--- config.mk ---
export PLATFORM = sky130hd
export DESIGN_NAME = ptbn_ctrl
export DESIGN_NICKNAME = d
export VERILOG_FILES = /design/src/hw/rtl/ptbn_pkg.sv /design/src/hw/rtl/ptbn_ctrl.sv
export SDC_FILE = /design/constraint.sdc
export NUM_CORES = 1
export LEC_CHECK = 0
export ABC_AREA = 1
export BUFFER_PORTS_ARGS = -buffer_cell sky130_fd_sc_hd__clkbuf_2
export CAP_MARGIN = 40
export CORE_AREA = 2 2 39 41
export DETAILED_ROUTE_END_ITERATION = 8
export DIE_AREA = 0 0 41 43
export GPL_TIMING_DRIVEN = 0
export MAX_ROUTING_LAYER = met4
export PLACE_DENSITY_LB_ADDON = 0.15
export SYNTH_ARGS = -nofsm -noshare
export SYNTH_HDL_FRONTEND = slang
export SYNTH_SLANG_ARGS = --single-unit
--- constraint.sdc ---
create_clock -name clk -period 1.45 [get_ports clk]
set_clock_uncertainty 0.15 [all_clocks]
set_input_delay 0.145 -clock clk [delete_from_list [all_inputs] [get_ports clk]]
set_output_delay 0.145 -clock clk [all_outputs]
set_load 0.005 [all_outputs]
--- src/hw/rtl/ptbn_pkg.sv ---
// shared types and codes for the point table with bounding box and nearest search
// no dependencies
package ptbn_pkg;

  localparam int RAD_BITS = 24;
  localparam int OP_BITS  = 2;
  localparam int ST_BITS  = 2;

  typedef enum logic [OP_BITS-1:0] {
    OP_ADD = 2'd0,
    OP_REM = 2'd1,
    OP_QRY = 2'd2,
    OP_NOP = 2'd3
  } op_t;

  typedef enum logic [ST_BITS-1:0] {
    ST_OK    = 2'd0,
    ST_FULL  = 2'd1,
    ST_RANGE = 2'd2,
    ST_NONE  = 2'd3
  } status_t;

  typedef enum logic [2:0] {
    S_IDLE,
    S_CHECK,
    S_SCAN,
    S_DRAIN,
    S_FINISH
  } state_t;

  typedef struct packed {
    logic load;
    logic start;
    logic scan;
    logic finish;
  } cmd_t;

  typedef struct packed {
    logic need_pass;
    logic scan_last;
    logic pipe_busy;
    logic out_busy;
  } sts_t;

endpackage

--- src/hw/rtl/ptbn_ctrl.sv ---
// controller state machine: sequences add, remove and query passes
// depends on ptbn_pkg
module ptbn_ctrl (
  input  logic          clk,
  input  logic          rst_n,
  input  logic          in_tvalid,
  output logic          in_tready,
  input  ptbn_pkg::sts_t sts,
  output ptbn_pkg::cmd_t cmd
);

  ptbn_pkg::state_t state_r, state_nxt;

  always_ff @(posedge clk) begin
    if (!rst_n) begin
      state_r <= ptbn_pkg::S_IDLE;
    end else begin
      state_r <= state_nxt;
    end
  end

  always_comb begin
    state_nxt = state_r;
    unique case (state_r)
      ptbn_pkg::S_IDLE: begin
        if (in_tvalid) state_nxt = ptbn_pkg::S_CHECK;
      end
      ptbn_pkg::S_CHECK: begin
        state_nxt = sts.need_pass ? ptbn_pkg::S_SCAN : ptbn_pkg::S_FINISH;
      end
      ptbn_pkg::S_SCAN: begin
        if (sts.scan_last) state_nxt = ptbn_pkg::S_DRAIN;
      end
      ptbn_pkg::S_DRAIN: begin
        if (!sts.pipe_busy) state_nxt = ptbn_pkg::S_FINISH;
      end
      ptbn_pkg::S_FINISH: begin
        if (!sts.out_busy) state_nxt = ptbn_pkg::S_IDLE;
      end
      default: state_nxt = ptbn_pkg::S_IDLE;
    endcase
  end

  always_comb begin
    cmd       = '0;
    in_tready = 1'b0;
    unique case (state_r)
      ptbn_pkg::S_IDLE: begin
        in_tready = 1'b1;
        cmd.load  = in_tvalid;
      end
      ptbn_pkg::S_CHECK:  cmd.start  = 1'b1;
      ptbn_pkg::S_SCAN:   cmd.scan   = 1'b1;
      ptbn_pkg::S_DRAIN:  cmd        = '0;
      ptbn_pkg::S_FINISH: cmd.finish = !sts.out_busy;
      default:            cmd        = '0;
    endcase
  end

endmodule

==> results of run 1 <==
-- layer usage --
metal | global-route usage | vias to the layer above | wire (microns)
met5 | - | - | 0
met4 | 0.06000 | 0 | 0
met1 | 0.07987 | 112 | 224
li1 | - | 147 | -
met3 | 0.01571 | 0 | 33
met2 | 0.1281 | 8 | 271
-- placed cells by master, fill, tap and decap left out --
cell,n
nand3_2,1
nor2_1,5
nor2_2,1
clkbuf_2,11
dfxtp_1,1
inv_1,9
inv_2,1
a21oi_1,4
nor2_4,1
nand2_1,11
clkbuf_1,1
nor4_1,1
clkbuf_4,3
nand3_1,2
dfxtp_2,2
-- synth_stat cells --
cell type and instances:
a21oi_1 4, dfxtp_1 3, inv_1 9, inv_2 1, nand2_1 11, nand3_1 2
nand3_2 1, nor2_1 5, nor2_2 2, nor4_1 1
-- kinds of logic after synthesis --
family / count (synthesis) / synth area share
buffers and inverters: 10 / 0.1734
AO/OA/AOI/OAI: 4 / 0.09249
AND/OR/NAND/NOR: 22 / 0.4567
flip-flops: 3 / 0.2775
-- path summary, 6_finish.rpt --
kind / start / to / slack, ns
worst max register to register: state_r[1] / state_r[0] / 0.24
worst max-delay path: state_r[2] / cmd[0] / 0.12
worst min-delay path: rst_n / state_r[1] / 0.02
worst min register to register: state_r[2] / state_r[2] / 0.38
-- area by class of cell --
| class | count | area, sq um |
|---|---|---|
| timing repair buffer | 11 | 55.05 |
| sequential | 3 | 62.56 |
| inverter | 10 | 37.54 |
| multi-input combinational | 26 | 123.9 |
| tap | 16 | 20.02 |
| clock buffer | 4 | 26.28 |
| fill | 169 | 1059 |
-- metrics by stage --
step	setup WS, ns	std cells
floorplan	0.3235	39
global placement	0.1847	66
detailed placement	0.1896	66
CTS	0.05525	70
global route	0.01967	70
finish	0.1226	70
-- worst register-to-register path: stages (launching register included) --
cell     delay [ns]
dfxtp_1        0.46
nor2_1         0.08
nand3_2        0.08
nand2_1        0.08
nor2_2         0.10
nand2_1        0.06
a21oi_1        0.12
-- repair_timing --
| item | in CTS | in global routing |
|---|---|---|
| resized for setup | 0 | 3 |
| hold endpoints to repair | 0 | 0 |
| setup endpoints to repair | 0 | 3 |
-- power breakdown --
group	total [mW]	internal, mW	switching [mW]	leakage, nW
registers	0.118	0.0962	0.0216	0.0253
logic	0.125	0.0553	0.0694	0.156
clock network	0.143	0.103	0.0401	0.0150
total	0.385	0.254	0.131	0.196
==> impl_metrics.env, run 1 <==
export IMPL_gp_congestion=0.6730
export IMPL_grt_start_max_net_pins=8
export IMPL_postCtsHoldBufs=0
export IMPL_antenna_found_initial=0
export IMPL_pwr_density_cell_nw_per_um2=1185
export IMPL_reg_top3="state_r (3)"
export IMPL_diodes=0
export IMPL_chipWidth_microns=41
export IMPL_top_register="state_r"
export IMPL_synth_ff_latch_count=3
export IMPL_grt_ovfl_total=0
export IMPL_clockRootBuffer="clkbuf_4"
export IMPL_outcome="finished, final reports clean"
export IMPL_largest_reg_flops=3
export IMPL_io_buffer_count=11
export IMPL_crit_cells=3
export IMPL_drv_slew=0
export IMPL_crit_arrival_ns=1.03
export IMPL_p_leak_nw=0.1958
export IMPL_yosysUniqueCellTypes=10
export IMPL_avgSynthCellArea_sq_um=5.550
export IMPL_dp_hpwl_microns=436.5
export IMPL_worst_path_buf_inv=2
export IMPL_wl_per_cell_microns=7.557
export IMPL_tightest_slew_ns=0.2681
export IMPL_ys_seq_area_frac=0.2775
export IMPL_cp_end_kind="primary output"
export IMPL_synthTopCellsByArea="dfxtp_1 (28%), nand2_1 (19%), inv_1 (16%)"
export IMPL_synth_warnings=0
export IMPL_p_total_mw=0.3855
export IMPL_dieArea_sq_um=1763
export IMPL_route_antenna_remaining_nets=0
export IMPL_placed_area_sq_um=291.5
export IMPL_grt_pass1_wl_microns=917
export IMPL_setup_viol_count_final=0
export IMPL_drc_errors=0
export IMPL_cts_setup_buffers=0
export IMPL_htreeDepth=1
export IMPL_synth_fp_nets=46
export IMPL_hold_path_class="in -> reg"
export IMPL_io_pins=12
export IMPL_slew_headroom=0.8210
export IMPL_fin_crit_sh=0.9154
export IMPL_first_global_vias=262
export IMPL_cp_max_fo=4
export IMPL_first_iter_violations=0
export IMPL_worstHoldPathCells=3
export IMPL_setup_tns_ns=0
export IMPL_firstDrtPassIters=1
export IMPL_r2r_cells=6
export IMPL_synthToLayoutAreaGrowth_pct=50.29
export IMPL_core_area_sq_um=1384
export IMPL_start_util=0.1564
export IMPL_final_nets=62
export IMPL_clk_pin_slew_ns=0.04
export IMPL_synth_area_leader_cell="dfxtp_1"
export IMPL_ir_worst_vdd_uv=395.8
export IMPL_cp_start_kind="flop"
export IMPL_fp_dieH_microns=43
export IMPL_holdWs_ns=0.01872
export IMPL_cts_tree="yes"
export IMPL_drt_total_wl_microns=529
export IMPL_slowest_stage="dfxtp_2"
export IMPL_worstSetupPathType="reg -> out"
export IMPL_clk_latency_ns=0.23
export IMPL_finalHoldViolCount=0
export IMPL_finalInstanceArea_sq_um=325.3
export IMPL_syn_inst=39
export IMPL_cts_num_sinks=3
export IMPL_clockBufferDepth=2
export IMPL_syn_cell_area_sq_um=216.5
export IMPL_crit_family="flip-flops"
export IMPL_path_cells="inv_1 > nor4_1 > clkbuf_2"
export IMPL_cts_buffers=3
export IMPL_yosys_area_top_type_share=0.2775
export IMPL_cp_slowest_stage_delay_ns=0.37
export IMPL_fin_crit_ns=1.327
export IMPL_vias=267
export IMPL_cap_violations=0
export IMPL_critPathRequiredTime_ns=1.15
export IMPL_vias_per_cell=3.814
export IMPL_num_rows=14
export IMPL_post_route_util=0.2351
export IMPL_max_clock_freq_mhz=753.4
export IMPL_grt_usage=0.08008
export IMPL_rsz0062_at_grt="no"
export IMPL_drive_gt1_frac=0.3704
Note: power is estimated with default switching activity, not from simulation.
==> inputs of run 2 (changes only) <==
- GPL_TIMING_DRIVEN: 0 -> not set
==> impl_metrics.env, run 2 (synthesis gave the netlist of run 1 again) <==
export IMPL_vias=266
export IMPL_clk_latency_ns=0.23
export IMPL_ff_latch_area_sq_um=61.31
export IMPL_first_iter_violations=2
export IMPL_tightest_slew_ns=0.2676
export IMPL_first_global_vias=231
export IMPL_path_cells="nor2_4 > nand2_1 > nor2_1 > clkbuf_2"
export IMPL_critPathRequiredTime_ns=1.15
export IMPL_drv_slew=0
export IMPL_setup_viol_count_final=0
export IMPL_cap_violations=0
export IMPL_route_antenna_remaining_nets=0
export IMPL_largest_reg_flops=3
export IMPL_grt_ovfl_total=0
export IMPL_hold_path_class="in -> reg"
export IMPL_grt_pass1_wl_microns=834
export IMPL_cp_start_kind="flop"
export IMPL_setup_tns_ns=0
export IMPL_htreeDepth=1
export IMPL_dp_slack_ns=0.1820
export IMPL_fp_dieH_microns=43
export IMPL_cp_end_kind="primary output"
export IMPL_firstDrtPassIters=4
export IMPL_cp_max_fo=5
export IMPL_fin_crit_ns=1.339
export IMPL_vias_per_cell=3.800
export IMPL_n_fill_cell=170
export IMPL_worst_path_buf_inv=1
export IMPL_clockRootBuffer="clkbuf_4"
export IMPL_pwr_density_cell_nw_per_um2=1193
export IMPL_synthToLayoutAreaGrowth_pct=49.71
export IMPL_max_clock_freq_mhz=746.9
export IMPL_fin_crit_sh=0.9234
export IMPL_slew_headroom=0.8213
export IMPL_grt_start_max_net_pins=8
export IMPL_crit_family="flip-flops"
export IMPL_worstSetupPathType="reg -> out"
export IMPL_core_area_sq_um=1384
export IMPL_outcome="finished, final reports clean"
export IMPL_diodes=0
export IMPL_num_rows=14
export IMPL_fin_ws_ns=0.1111
export IMPL_rsz0062_at_grt="no"
export IMPL_start_util=0.1564
export IMPL_drc_errors=0
export IMPL_ir_worst_vdd_uv=357.0
export IMPL_mostFrequentLayoutCells="nand2_1 (11), clkbuf_2 (11), inv_1 (9), nor2_1 (5), a21oi_1 (4)"
export IMPL_chipWidth_microns=41
export IMPL_clockBufferDepth=2
export IMPL_cts_buffers=3
export IMPL_io_buffer_count=11
export IMPL_clk_pin_slew_ns=0.04
export IMPL_multi_input_area_sq_um=123.9
export IMPL_gp_congestion=0.6521
export IMPL_crit_arrival_ns=1.04
export IMPL_wl_per_cell_microns=7.343
export IMPL_antenna_found_initial=0
export IMPL_top_register="state_r"
export IMPL_dp_hpwl_microns=422.4
export IMPL_finalHoldViolCount=0
export IMPL_slowest_stage="dfxtp_1"
export IMPL_cp_slowest_stage_delay_ns=0.36
export IMPL_cts_tree="yes"
export IMPL_cts_num_sinks=3
export IMPL_reg_top3="state_r (3)"
export IMPL_drt_total_wl_microns=514
export IMPL_p_leak_nw=0.1953
export IMPL_drive_gt1_frac=0.3519
export IMPL_final_nets=62
export IMPL_io_pins=12
export IMPL_grt_usage=0.07598
export IMPL_dieArea_sq_um=1763
[run 2: cell counts in the layout (fill, tap and decap cells not counted)]
No cell type changed its count.
[run 2: routing by layer]
layer,part of all wire,global-route usage
met5,0,-
met4,0.027,0.08000
met3,0.072,0.01571
met2,0.44,0.1125
met1,0.46,0.07348
[run 2: final timing paths]
path	from	endpoint	slack, ns	cells past startpoint
setup / recovery	state_r[0]	cmd[3]	0.11	4
hold / removal	rst_n	state_r[1]	0.01	3
setup reg to reg	state_r[0]	state_r[1]	0.24	6
hold reg to reg	state_r[2]	state_r[2]	0.38	2
[run 2: worst register-to-register path, cell delays in order (launching register included)]
cell     delay [ns]
dfxtp_1        0.36
nor2_4         0.17
nand3_1        0.09
nand2_1        0.09
inv_1          0.04
a21oi_1        0.15
nor2_1         0.05
[run 2: timing repair]
item / 4_1_cts / 5_1_grt
buffers inserted: 0 / 0
hold buffers: 0 / 0
setup endpoints to repair: 0 / 3
gates resized for setup: 0 / 2
[run 2: layout make-up]
cell class | count | area share
Tap cell | 16 | 0.06178
Inverter | 10 | 0.1158
Timing Repair Buffer | 11 | 0.1699
Sequential cell | 3 | 0.1892
Clock buffer | 4 | 0.08108
Multi-Input combinational cell | 26 | 0.3822
[run 2: where the power goes]
part | switching, mW | internal [mW] | total, mW | leakage [nW]
clock | 0.0421 | 0.103 | 0.145 | 0.0150
combinational | 0.0695 | 0.0565 | 0.126 | 0.155
sequential | 0.0208 | 0.0948 | 0.116 | 0.0250
total | 0.132 | 0.254 | 0.387 | 0.195
[run 2: per-stage QoR]
step	hold slack, ns	cell area (sq um)	std cells	util	total power [mW]
floorplan	0.1455	216.5	39	-	0.1918
global route	0.01702	324.1	70	0.2342	0.4269
global placement	0.2502	291.5	66	0.2107	0.2415
finish	0.01163	324.1	70	0.2342	0.3867
detailed placement	0.2557	291.5	66	0.2107	0.2400
CTS	0.006597	317.8	70	0.2297	0.3946
